`src/sv/spsub_pkg.sv`:
```
package spsub_pkg;

  localparam int MAX_TERMS_DEF = 32;
  localparam int POW_W         = 16;
  localparam int COEF_W        = 16;
  localparam int OCOEF_W       = 17;

  localparam logic [1:0] OP_LOAD_A = 2'd0;
  localparam logic [1:0] OP_LOAD_B = 2'd1;
  localparam logic [1:0] OP_RUN    = 2'd2;

  typedef enum logic [1:0] {
    CMD_LOAD_A = 2'd0,
    CMD_LOAD_B = 2'd1,
    CMD_RUN    = 2'd2
  } cmd_kind_t;

  typedef struct packed {
    logic [POW_W-1:0]         power;
    logic signed [COEF_W-1:0] coef;
  } term_t;

  typedef struct packed {
    cmd_kind_t kind;
    term_t     term;
  } cmd_t;

endpackage

```
`src/sv/spsub_if.sv`:
```
interface spsub_in_if;
  logic                                     valid;
  logic                                     ready;
  logic [1:0]                               opcode;
  logic [spsub_pkg::POW_W-1:0]              term_power;
  logic signed [spsub_pkg::COEF_W-1:0]      term_coef;

  modport source (output valid, output opcode, output term_power, output term_coef,
                  input ready);
  modport sink   (input valid, input opcode, input term_power, input term_coef,
                  output ready);
endinterface

interface spsub_out_if;
  logic                                     valid;
  logic                                     ready;
  logic [spsub_pkg::POW_W-1:0]              out_power;
  logic signed [spsub_pkg::OCOEF_W-1:0]     out_coef;
  logic                                     is_empty;
  logic                                     overflow;
  logic                                     last;

  modport source (output valid, output out_power, output out_coef, output is_empty,
                  output overflow, output last, input ready);
  modport sink   (input valid, input out_power, input out_coef, input is_empty,
                  input overflow, input last, output ready);
endinterface

```
`src/sv/spsub_front.sv`:
```
module spsub_front (
  input  logic              clk,
  input  logic              rst_n,
  spsub_in_if.sink          in_ch,
  output spsub_pkg::cmd_t   cmd,
  output logic              cmd_valid,
  input  logic              cmd_ready
);
  import spsub_pkg::*;

  cmd_t       q_r [2];
  logic       wr_ptr_r, wr_ptr_nxt;
  logic       rd_ptr_r, rd_ptr_nxt;
  logic [1:0] cnt_r, cnt_nxt;
  logic       push, pop, known;
  cmd_t       cmd_in;

  always_comb begin
    known       = 1'b1;
    cmd_in.kind = CMD_RUN;
    cmd_in.term = '{power: in_ch.term_power, coef: in_ch.term_coef};
    unique case (in_ch.opcode)
      OP_LOAD_A: cmd_in.kind = CMD_LOAD_A;
      OP_LOAD_B: cmd_in.kind = CMD_LOAD_B;
      OP_RUN:    cmd_in.kind = CMD_RUN;
      default:   known = 1'b0;
    endcase
  end

  // An unused opcode is consumed here and never reaches the queue.
  assign in_ch.ready = (cnt_r != 2'd2);
  assign push        = in_ch.valid && in_ch.ready && known;
  assign cmd_valid   = (cnt_r != 2'd0);
  assign cmd         = q_r[rd_ptr_r];
  assign pop         = cmd_valid && cmd_ready;

  always_comb begin
    wr_ptr_nxt = push ? ~wr_ptr_r : wr_ptr_r;
    rd_ptr_nxt = pop ? ~rd_ptr_r : rd_ptr_r;
    case ({push, pop})
      2'b10:   cnt_nxt = cnt_r + 2'd1;
      2'b01:   cnt_nxt = cnt_r - 2'd1;
      default: cnt_nxt = cnt_r;
    endcase
  end

  always_ff @(posedge clk) begin
    if (!rst_n) begin
      wr_ptr_r <= 1'b0;
      rd_ptr_r <= 1'b0;
      cnt_r    <= 2'd0;
    end else begin
      wr_ptr_r <= wr_ptr_nxt;
      rd_ptr_r <= rd_ptr_nxt;
      cnt_r    <= cnt_nxt;
    end
  end

  always_ff @(posedge clk) begin
    if (push) begin
      q_r[wr_ptr_r] <= cmd_in;
    end
  end

endmodule

```
`src/sv/spsub_back.sv`:
```
module spsub_back #(
  parameter int MAX_TERMS = spsub_pkg::MAX_TERMS_DEF
) (
  input  logic              clk,
  input  logic              rst_n,
  input  spsub_pkg::cmd_t   cmd,
  input  logic              cmd_valid,
  output logic              cmd_ready,
  spsub_out_if.source       out_ch
);
  import spsub_pkg::*;

  localparam int CNT_W = $clog2(MAX_TERMS + 1);
  localparam int IDX_W = $clog2(MAX_TERMS);
  localparam logic [CNT_W-1:0] CNT_MAX = CNT_W'(MAX_TERMS);
  localparam logic [CNT_W-1:0] CNT_ONE = CNT_W'(1);

  typedef enum logic [2:0] {
    S_IDLE  = 3'b001,
    S_MERGE = 3'b010,
    S_FLUSH = 3'b100
  } bk_state_t;

  bk_state_t state_r, state_nxt;

  term_t store_a_r [MAX_TERMS];
  term_t store_b_r [MAX_TERMS];

  logic [CNT_W-1:0] cnt_a_r, cnt_a_nxt, cnt_b_r, cnt_b_nxt;
  logic [CNT_W-1:0] i_r, i_nxt, j_r, j_nxt;
  logic             drop_r, drop_nxt;
  logic             wr_a, wr_b;

  logic                      hold_v_r, hold_v_nxt;
  logic [POW_W-1:0]          hold_pow_r, hold_pow_nxt;
  logic signed [OCOEF_W-1:0] hold_coef_r, hold_coef_nxt;

  logic                      out_valid_r;
  logic [POW_W-1:0]          out_pow_r;
  logic signed [OCOEF_W-1:0] out_coef_r;
  logic                      out_empty_r, out_ovf_r, out_last_r;
  logic                      out_free;

  logic                      push, push_last, push_empty;
  logic [POW_W-1:0]          push_pow;
  logic signed [OCOEF_W-1:0] push_coef;

  term_t                     ta, tb;
  logic                      a_act, b_act, take_a, take_b;
  logic signed [OCOEF_W-1:0] ca_x, cb_x, new_coef;
  logic [POW_W-1:0]          new_pow;

  assign out_free  = !out_valid_r || out_ch.ready;
  assign cmd_ready = (state_r == S_IDLE);

  assign ta     = store_a_r[i_r[IDX_W-1:0]];
  assign tb     = store_b_r[j_r[IDX_W-1:0]];
  assign a_act  = (i_r < cnt_a_r);
  assign b_act  = (j_r < cnt_b_r);
  assign take_a = a_act && (!b_act || (ta.power < tb.power));
  assign take_b = b_act && (!a_act || (ta.power > tb.power));
  assign ca_x   = {ta.coef[COEF_W-1], ta.coef};
  assign cb_x   = {tb.coef[COEF_W-1], tb.coef};

  always_comb begin
    if (take_a) begin
      new_coef = ca_x;
      new_pow  = ta.power;
    end else if (take_b) begin
      new_coef = -cb_x;
      new_pow  = tb.power;
    end else begin
      new_coef = ca_x - cb_x;
      new_pow  = ta.power;
    end
  end

  always_comb begin
    state_nxt     = state_r;
    cnt_a_nxt     = cnt_a_r;
    cnt_b_nxt     = cnt_b_r;
    i_nxt         = i_r;
    j_nxt         = j_r;
    drop_nxt      = drop_r;
    wr_a          = 1'b0;
    wr_b          = 1'b0;
    hold_v_nxt    = hold_v_r;
    hold_pow_nxt  = hold_pow_r;
    hold_coef_nxt = hold_coef_r;
    push          = 1'b0;
    push_last     = 1'b0;
    push_empty    = 1'b0;
    push_pow      = hold_pow_r;
    push_coef     = hold_coef_r;
    unique case (state_r)
      S_IDLE: begin
        if (cmd_valid) begin
          case (cmd.kind)
            CMD_LOAD_A: begin
              if (cnt_a_r < CNT_MAX) begin
                wr_a      = 1'b1;
                cnt_a_nxt = cnt_a_r + CNT_ONE;
              end else begin
                drop_nxt = 1'b1;
              end
            end
            CMD_LOAD_B: begin
              if (cnt_b_r < CNT_MAX) begin
                wr_b      = 1'b1;
                cnt_b_nxt = cnt_b_r + CNT_ONE;
              end else begin
                drop_nxt = 1'b1;
              end
            end
            CMD_RUN: begin
              i_nxt      = '0;
              j_nxt      = '0;
              hold_v_nxt = 1'b0;
              state_nxt  = S_MERGE;
            end
            default: ;
          endcase
        end
      end
      S_MERGE: begin
        if (out_free) begin
          if (!a_act && !b_act) begin
            state_nxt = S_FLUSH;
          end else begin
            if (!take_b) i_nxt = i_r + CNT_ONE;
            if (!take_a) j_nxt = j_r + CNT_ONE;
            // A term is held back one step so the final one can carry last.
            if (new_coef != '0) begin
              push          = hold_v_r;
              hold_v_nxt    = 1'b1;
              hold_pow_nxt  = new_pow;
              hold_coef_nxt = new_coef;
            end
          end
        end
      end
      S_FLUSH: begin
        if (out_free) begin
          push      = 1'b1;
          push_last = 1'b1;
          if (!hold_v_r) begin
            push_empty = 1'b1;
            push_pow   = '0;
            push_coef  = '0;
          end
          cnt_a_nxt  = '0;
          cnt_b_nxt  = '0;
          drop_nxt   = 1'b0;
          hold_v_nxt = 1'b0;
          state_nxt  = S_IDLE;
        end
      end
      default: state_nxt = S_IDLE;
    endcase
  end

  always_ff @(posedge clk) begin
    if (!rst_n) begin
      state_r     <= S_IDLE;
      cnt_a_r     <= '0;
      cnt_b_r     <= '0;
      i_r         <= '0;
      j_r         <= '0;
      drop_r      <= 1'b0;
      hold_v_r    <= 1'b0;
      out_valid_r <= 1'b0;
    end else begin
      state_r     <= state_nxt;
      cnt_a_r     <= cnt_a_nxt;
      cnt_b_r     <= cnt_b_nxt;
      i_r         <= i_nxt;
      j_r         <= j_nxt;
      drop_r      <= drop_nxt;
      hold_v_r    <= hold_v_nxt;
      out_valid_r <= push || (out_valid_r && !out_ch.ready);
    end
  end

  always_ff @(posedge clk) begin
    hold_pow_r  <= hold_pow_nxt;
    hold_coef_r <= hold_coef_nxt;
    if (wr_a) store_a_r[cnt_a_r[IDX_W-1:0]] <= cmd.term;
    if (wr_b) store_b_r[cnt_b_r[IDX_W-1:0]] <= cmd.term;
    if (push) begin
      out_pow_r   <= push_pow;
      out_coef_r  <= push_coef;
      out_empty_r <= push_empty;
      out_ovf_r   <= drop_r;
      out_last_r  <= push_last;
    end
  end

  assign out_ch.valid     = out_valid_r;
  assign out_ch.out_power = out_pow_r;
  assign out_ch.out_coef  = out_coef_r;
  assign out_ch.is_empty  = out_empty_r;
  assign out_ch.overflow  = out_ovf_r;
  assign out_ch.last      = out_last_r;

endmodule

```
`src/sv/sparse_polynomial_subtract.sv`:
```
// Difference of two sparse polynomials, first minus second.
// The input channel takes commands: load a term of the first polynomial,
// load a term of the second, or run. Terms of each polynomial must be loaded
// in ascending power order, which the block does not check; loads beyond the
// store capacity are dropped and reported through the overflow bit of the
// next run's results. A load is written to its store as it leaves the
// two-entry command queue. A run makes one merge step per cycle while the
// output register is free, at most n1 + n2 steps, then a step that finds both
// stores spent and one that sends the final result, so the merge sets the
// throughput; each result passes the hold and output registers. The results
// come in ascending power order, one per transfer, and the final one of a
// run carries last; a run whose terms all cancel gives one empty marker.
// Commands that follow a run wait in the queue until its last result is in
// the output register. When the receiver stalls, the merge holds and the
// queue fills, after which input ready falls. Reset empties both stores,
// the queue and the output register.
module sparse_polynomial_subtract #(
  parameter int MAX_TERMS = spsub_pkg::MAX_TERMS_DEF
) (
  input  logic         clk,
  input  logic         rst_n,
  spsub_in_if.sink     in_ch,
  spsub_out_if.source  out_ch
);
  import spsub_pkg::*;

  cmd_t cmd;
  logic cmd_valid, cmd_ready;

  spsub_front u_front (
    .clk       (clk),
    .rst_n     (rst_n),
    .in_ch     (in_ch),
    .cmd       (cmd),
    .cmd_valid (cmd_valid),
    .cmd_ready (cmd_ready)
  );

  spsub_back #(
    .MAX_TERMS (MAX_TERMS)
  ) u_back (
    .clk       (clk),
    .rst_n     (rst_n),
    .cmd       (cmd),
    .cmd_valid (cmd_valid),
    .cmd_ready (cmd_ready),
    .out_ch    (out_ch)
  );

  a_term_nonzero: assert property (@(posedge clk) disable iff (!rst_n)
    out_ch.valid && !out_ch.is_empty |-> out_ch.out_coef != '0)
    else $error("Term transfer with zero coefficient.");

  a_empty_is_last: assert property (@(posedge clk) disable iff (!rst_n)
    out_ch.valid && out_ch.is_empty |-> out_ch.last && out_ch.out_coef == '0)
    else $error("Empty marker without last or with a coefficient.");

  a_queue_drains_by_pop: assert property (@(posedge clk) disable iff (!rst_n)
    $fell(cmd_valid) |-> $past(cmd_ready))
    else $error("Command queue emptied without a pop.");

endmodule
```
`src/flat_wrapper.sv`:
```
// flat-port wrapper written by rule: the top's interface ports become plain ports
module sparse_polynomial_subtract_flat import spsub_pkg::*;
#(
  parameter int MAX_TERMS = spsub_pkg::MAX_TERMS_DEF
)
  (clk, rst_n, in_ch_valid, in_ch_opcode, in_ch_term_power, in_ch_term_coef, in_ch_ready, out_ch_valid, out_ch_out_power, out_ch_out_coef, out_ch_is_empty, out_ch_overflow, out_ch_last, out_ch_ready);
  spsub_in_if in_ch_i ();
  spsub_out_if out_ch_i ();
  input  logic clk;
  input  logic rst_n;
  input wire logic [$bits(in_ch_i.valid)-1:0] in_ch_valid;
  input wire logic [$bits(in_ch_i.opcode)-1:0] in_ch_opcode;
  input wire logic [$bits(in_ch_i.term_power)-1:0] in_ch_term_power;
  input wire logic [$bits(in_ch_i.term_coef)-1:0] in_ch_term_coef;
  output wire logic [$bits(in_ch_i.ready)-1:0] in_ch_ready;
  output wire logic [$bits(out_ch_i.valid)-1:0] out_ch_valid;
  output wire logic [$bits(out_ch_i.out_power)-1:0] out_ch_out_power;
  output wire logic [$bits(out_ch_i.out_coef)-1:0] out_ch_out_coef;
  output wire logic [$bits(out_ch_i.is_empty)-1:0] out_ch_is_empty;
  output wire logic [$bits(out_ch_i.overflow)-1:0] out_ch_overflow;
  output wire logic [$bits(out_ch_i.last)-1:0] out_ch_last;
  input wire logic [$bits(out_ch_i.ready)-1:0] out_ch_ready;
  assign in_ch_i.valid = in_ch_valid;
  assign in_ch_i.opcode = in_ch_opcode;
  assign in_ch_i.term_power = in_ch_term_power;
  assign in_ch_i.term_coef = in_ch_term_coef;
  assign in_ch_ready = in_ch_i.ready;
  assign out_ch_valid = out_ch_i.valid;
  assign out_ch_out_power = out_ch_i.out_power;
  assign out_ch_out_coef = out_ch_i.out_coef;
  assign out_ch_is_empty = out_ch_i.is_empty;
  assign out_ch_overflow = out_ch_i.overflow;
  assign out_ch_last = out_ch_i.last;
  assign out_ch_i.ready = out_ch_ready;
  sparse_polynomial_subtract #(.MAX_TERMS(MAX_TERMS)) u_core (.clk(clk), .rst_n(rst_n), .in_ch(in_ch_i), .out_ch(out_ch_i));
endmodule
```
`config.mk`:
```
export PLATFORM = sky130hd
export DESIGN_NAME = sparse_polynomial_subtract_flat
export DESIGN_NICKNAME = d
export VERILOG_FILES = /design/src/sv/spsub_pkg.sv /design/src/sv/spsub_if.sv /design/src/sv/spsub_front.sv /design/src/sv/spsub_back.sv /design/src/sv/sparse_polynomial_subtract.sv /design/src/flat_wrapper.sv
export SDC_FILE = /design/constraint.sdc
export NUM_CORES = 2
export LEC_CHECK = 0
export ABC_AREA = 0
export BUFFER_PORTS_ARGS = -buffer_cell sky130_fd_sc_hd__buf_2
export CAP_MARGIN = 0
export CORE_MARGIN = 1.5
export CORE_UTILIZATION = 45
export DETAILED_ROUTE_END_ITERATION = 12
export PLACE_DENSITY = 0.69
export SLEW_MARGIN = 20
export SYNTH_ARGS = -nofsm -noshare
export SYNTH_HDL_FRONTEND = slang
export SYNTH_SLANG_ARGS = --single-unit
```
`constraint.sdc`:
```
create_clock -name clk -period 22.1 [get_ports clk]
set_clock_uncertainty 0.15 [all_clocks]
set_input_delay 3.315 -clock clk [delete_from_list [all_inputs] [get_ports clk]]
set_output_delay 3.315 -clock clk [all_outputs]
set_load 0.05 [all_outputs]
```
Word-level counts from Yosys, hierarchy flattened
Memories as Yosys holds them, arrays and structs flattened. A register that Yosys moved wholly into a read port is not among the register bits.
Cells that the tools add are included.
{"block": "op_classes", "n_eq_ne": 26, "bitwise_logic": 3, "muxes": 76, "n_reduce_logical": 33, "add_sub_neg": 8, "magnitude_cmp": 6}
{"op": "two-way mux 6 bit", "n": 15}
{"op": "two-way mux 17 bit", "n": 5}
{"op": "two-way mux 16 bit", "n": 5}
{"op": "case mux 6 bit (2 select lines)", "n": 4}
{"op": "two-way mux 1 bit", "n": 31}
{"op": "inequality test 2 bit (second input constant)", "n": 14}
{"op": "adder 6 x 1 -> 6 bit (second input constant)", "n": 4}
{"op": "two-way mux 5 bit", "n": 4}
{"op": "AND reduction 6 bit", "n": 3}
{"op": "negator 16 -> 17 bit", "n": 1}
{"op": "nonzero test 17 bit", "n": 1}
{"op": "subtractor 16 x 16 -> 17 bit", "n": 1}
{"op": "> comparator 16 bit", "n": 1}
{"op": "< comparator 16 bit", "n": 1}
{"op": "two-way mux 3 bit", "n": 5}
{"op": "AND reduction 5 bit", "n": 3}
{"op": "< comparator 6 bit", "n": 2}
{"op": "< comparator 6 bit (second input constant)", "n": 2}
{"op": "inequality test 3 bit (second input constant)", "n": 3}
{"op": "case mux 3 bit (3 select lines)", "n": 1}
{"op": "case mux 2 bit (2 select lines)", "n": 2}
{"op": "nonzero test 2 bit", "n": 4}
{"op": "logical AND 1 bit", "n": 7}
{"op": "AND reduction 7 bit", "n": 1}
{"op": "other kinds (17)", "n": 32}
{"block": "totals", "ramBits": 2116, "n_memories": 3, "word_cells": 173, "ff_bits": 103, "out_inout_bits": 38}
{"name": "u_core.u_back.store_a_r", "depth": 32, "width": 32, "rd": 1, "rd_clocked_by_memory_dff": 1, "wr": 1, "line_no": "spsub_back.sv:26", "source": "term_t store_a_r [MAX_TERMS];"}
{"name": "u_core.u_back.store_b_r", "depth": 32, "width": 32, "rd": 1, "rd_clocked_by_memory_dff": 1, "wr": 1, "line_no": "spsub_back.sv:27", "source": "term_t store_b_r [MAX_TERMS];"}
{"name": "u_core.u_front.q_r", "depth": 2, "width": 34, "rd": 1, "rd_clocked_by_memory_dff": 1, "wr": 1, "line_no": "spsub_front.sv:11", "source": "cmd_t q_r [2];"}

Depth between registers and ports, before layout
{"block": "depth", "word_depth": 12, "depth_mapped": 26, "depth_no_buf": 19}

Cells and area by module
Synthesis repeated with hierarchy kept, for this count alone.
{"block": "hier_totals", "cells_unflattened": 4042, "hier_area_um2": 86988.4}
{"mod": "spsub_back", "area_per_inst_um2": 84297.1, "cells_per_inst": 3908, "n_inst": 1, "seq_area_each_um2": 64371.7}
{"mod": "spsub_front", "area_per_inst_um2": 2691.3, "cells_per_inst": 134, "n_inst": 1, "seq_area_each_um2": 2142.1}

Worst setup path after synthesis
Ideal clock, no wire load.
{"block": "synth_path", "path_type": "flip-flop to flip-flop", "from": "register with a tool-made name", "to": "register u_core.u_back.hold_coef_r[0] (enable)", "path_buffers": 9, "stages_incl_launch_ff": 23, "t_arrival_ns": 7.452, "required_time_ns": 21.516, "slack_ns": 14.063, "synth_period_minus_slack_ns": 8.037, "path_cell_list": "dfxtp_1 -> buf_2 -> buf_4 -> buf_2 -> buf_4 -> buf_4 -> buf_1 -> buf_2 -> mux4_2 -> mux4_2 -> mux2_2 -> ha_1 -> nand4_1 -> nor3_1 -> a21bo_2 -> a31oi_1 -> o21a_1 -> buf_1 -> clkbuf_1 -> a22oi_1 -> or4b_4 -> inv_1 -> a21oi_1"}
{"element": "end signal, assigned", "line_no": "spsub_back.sv:186", "source": "hold_coef_r <= hold_coef_nxt;"}
{"element": "end, declared", "line_no": "spsub_back.sv:36", "source": "logic signed [OCOEF_W-1:0] hold_coef_r, hold_coef_nxt;"}

==> flow_metrics.tcl <==
set metrics [dict create \
    totalWireLength_um 221000 \
    core-area_um2 193000 \
    drc 0 \
    cap_violations 0 \
    p_total_mw 9.71 \
    fp.dieW_um 444 \
    grt_pass1_vias 42606 \
    cp_slowest_cell "buf_4" \
    worst_path_most_repeated_cell "buf_4" \
    dp_cells 6657 \
    required_ns 22.49 \
    worstMarginPinSlew_ns 1.05 \
    crit_path_start_kind "register" \
    fin_cells 7048 \
    end_kind "register" \
    synth_cells 4157 \
    cpPeakStageDelay_ns 0.83 \
    cts_tree "built" \
    finalHoldViolCount 0 \
    synth-edff-count 2185 \
    grt_usage 0.222 \
    drive_gt1_frac 0.252 \
    status "completed" \
    yosysUniqueCellTypes 82 \
    fin_nets 4436 \
    fmax_mhz 117 \
    switching_share 0.247 \
    use_met2 0.361 \
    power_density_nw_per_um2 99.1 \
    htree_levels 4 \
    grt_busiest_layer "met2" \
    post_cts_resized 0 \
    yosysWarnings 0 \
    grt_overflow 0 \
    slew_headroom 0.279 \
    syn_nets 4250 \
    clockPowerShare 0.361 \
    tns_ns 0 \
    ir_drop_mv 0.0973 \
    p_seq_frac 0.531 \
    switchingPower_mw 2.40 \
    vias 43020 \
    min_path_type "reg -> reg" \
    post_cts.repair.setup_buffers 0 \
    viasPerCell 6.10 \
    path_clk_slew_ns 0.06 \
    finalCritPeriodShare 0.387 \
    rsz0062_at_grt "false" \
    setup_violations 0 \
    p_comb_frac 0.108 \
    gp_congestion 0.876 \
    path_buf_inv 3 \
    synth_top_area_frac 0.751 \
    cts.sinks 2230 \
    grtUsageMet1 0.309 \
    path_class "reg -> reg" \
    synthToLayoutAreaGrowth_pct 12.2 \
    path_cells "buf_4 > buf_4 > mux4_2 > mux4_2 > mux2i_1 > ha_1 > nand4_1 > nor3_1 > a21bo_2 > a31oi_1 > o21a_2 > a211oi_1 > or2_2 > or4_4 > nor4_4 > o21ai_4 > buf_4" \
    postCtsHoldBufs 0 \
    io_buffers 75 \
    clock_path_buffers 3 \
    crit_fanout 50 \
    die_area_um2 197000 \
    avgSynthCellArea_um2 21.0 \
    dr.first_iter.drc_count 6403 \
    start_util 0.453 \
    synth.area.top_cells "edfxtp_1 75%, mux4_2 13%, mux2i_1 3.0%" \
    p_leak_nw 29.3 \
    firstDrtPassIters 5 \
    finalMaxSlewViolations 0 \
    cp.arrival_ns 8.94 \
    antenna_found_initial 13 \
    final_core_util 0.509 \
    finalCriticalPeriod_ns 8.55 \
    routedWlPerCell_um 31.3 \
    grt_pass1_wl_um 311000 \
    p_int_mw 7.31 \
    synth-seq-cells 2230 \
    clkLatencyLatePin_ns 0.87 \
    path_delay_family "buffers and inverters" \
    postRouteAntennaNets 0 \
    dieHeight_um 444 \
    cts_root_buffer "clkbuf_16" \
    synth.largest_area_cell "edfxtp_1" \
    hpwl_um 117000 \
    cts_made_buffers 209 \
    synth_area_um2 87400 \
    met3_usage 0.0417 \
    num_rows 161 \
    yosysSeqAreaShare 0.761 \
    grt_max_degree 125 \
    synth-main-ff-cell "edfxtp_1" \
    io_pins 76 \
    async_flop_share 0 \
]
[synth_stat cells, types with 10 or more instances]
cell,instances
buf_1,43
dfxtp_1,45
nor2_1,158
edfxtp_1,2185
xor2_1,16
nor2b_1,50
clkbuf_1,87
inv_1,29
and4_1,12
mux2_2,62
buf_2,50
a22oi_1,89
ha_1,54
nand2_1,97
nand3_1,91
xnor2_1,18
mux4_2,486
o21ai_0,19
a21oi_1,82
nand2b_1,10
nor3_1,16
buf_6,13
nand4_1,29
mux2i_1,258
[stage by stage]
step	hold WS (ns)	instance area (um^2)	worst slack (ns)
3_3_place_gp	0.288	91300	13.67
4_1_cts	0.293	97900	13.51
3_5_place_dp	0.281	91300	13.52
5_1_grt	0.317	98000	12.94
6_report	0.290	98100	13.55
2_1_floorplan	0.259	87400	14.06
[kinds of logic (layout without fill, tap and decap cells)]
| family | after synthesis | count (layout) | share of synthesized area |
|---|---|---|---|
| xor+xnor | 35 | 35 | 0.00359 |
| buf+inv | 240 | 604 | 0.0140 |
| flops | 2230 | 2230 | 0.761 |
| simple gates | 513 | 513 | 0.0292 |
| other cells | 0 | 1 | 0 |
| compound gates | 277 | 277 | 0.0214 |
| mux | 807 | 807 | 0.163 |
| fa+ha+maj | 55 | 55 | 0.00796 |
[power by group through the flow]
stage	sequential [mW]	clock, mW	combinational [mW]
3_3_place_gp	5.25	0	0.977
4_1_cts	5.17	3.55	1.02
6_report	5.16	3.51	1.05
3_5_place_dp	5.26	0	1.02
5_1_grt	5.16	3.70	1.12
2_1_floorplan	5.25	0	0.592
[area by class of cell]
class                      instances  area, um^2
clock inverter                   121        1130
fill                           14800       94700
timing repair buffer             183        1260
tap                             2526        3160
antenna                            1        2.50
clock buffer                     268        5510
multi-input combinational       1687       20300
inverter                          32         120
sequential                      2230       66500
[final timing paths]
path / from / end / slack, ns / cells past startpoint
worst max-delay path: register / u_core.u_back.out_ch.out_coef[8]$_DFFE_PP_ / 13.55 / 17
worst max register to register: register / u_core.u_back.out_ch.out_coef[8]$_DFFE_PP_ / 13.55 / 17
worst min-delay path: u_core.u_back.drop_r$_SDFFE_PN0P_ / u_core.u_back.out_ch.overflow$_DFFE_PP_ / 0.29 / 0
worst min register to register: u_core.u_back.drop_r$_SDFFE_PN0P_ / u_core.u_back.out_ch.overflow$_DFFE_PP_ / 0.29 / 0
[routing by layer]
| metal | part of all wire | wire (um) | vias to the layer above |
|---|---|---|---|
| met5 | 0.000091 | 20 | - |
| met4 | 0.025 | 5560 | 2 |
| met1 | 0.39 | 86300 | 22805 |
| met2 | 0.49 | 108000 | 2217 |
| li1 | - | - | 17658 |
| met3 | 0.094 | 20700 | 338 |
[sequential cells by signal, indices dropped and copies added, names as in the netlist, 2 cells and up, named ones only]
| signal | count |
|---|---|
| u_core.u_back.store_a_r | 1024 |
| u_core.u_back.store_b_r | 1024 |
| u_core.u_front.q_r | 68 |
| u_core.u_back.hold_coef_r | 17 |
| u_core.u_back.out_ch.out_coef | 17 |
| u_core.u_back.hold_pow_r | 16 |
| u_core.u_back.out_ch.out_power | 16 |
| u_core.u_back.cnt_a_r | 6 |
| u_core.u_back.cnt_b_r | 6 |
| u_core.u_back.i_r | 6 |
| u_core.u_back.j_r | 6 |
| u_core.u_back.state_r | 3 |
| u_core.u_front.cnt_r | 2 |
[layout by cell type (no fill, tap or decap), types with 29 or more instances in the layout]
master,count
mux4_2,486
buf_2,75
ha_1,54
clkinv_2,33
nand2_1,97
edfxtp_1,2185
a22oi_1,89
clkbuf_16,210
clkinv_1,44
nor2_4,68
nor2b_1,48
a21oi_1,81
nor2_1,90
nand3_1,91
clkbuf_1,54
nand4_1,29
mux2_2,40
buf_4,103
mux2i_1,258
inv_1,29
dfxtp_1,34
[worst reg2reg max path: cells and delay by family, from the launching register on]
family / cells / cell delay [ns]
buffers and inverters: 3 / 1.85
adder cells (fa/ha/maj): 1 / 0.29
AO/OA/AOI/OAI: 5 / 1.78
multiplexers: 3 / 1.77
flip-flops: 1 / 0.63
AND/OR/NAND/NOR: 5 / 1.74
(Power assumes the default switching activity.)
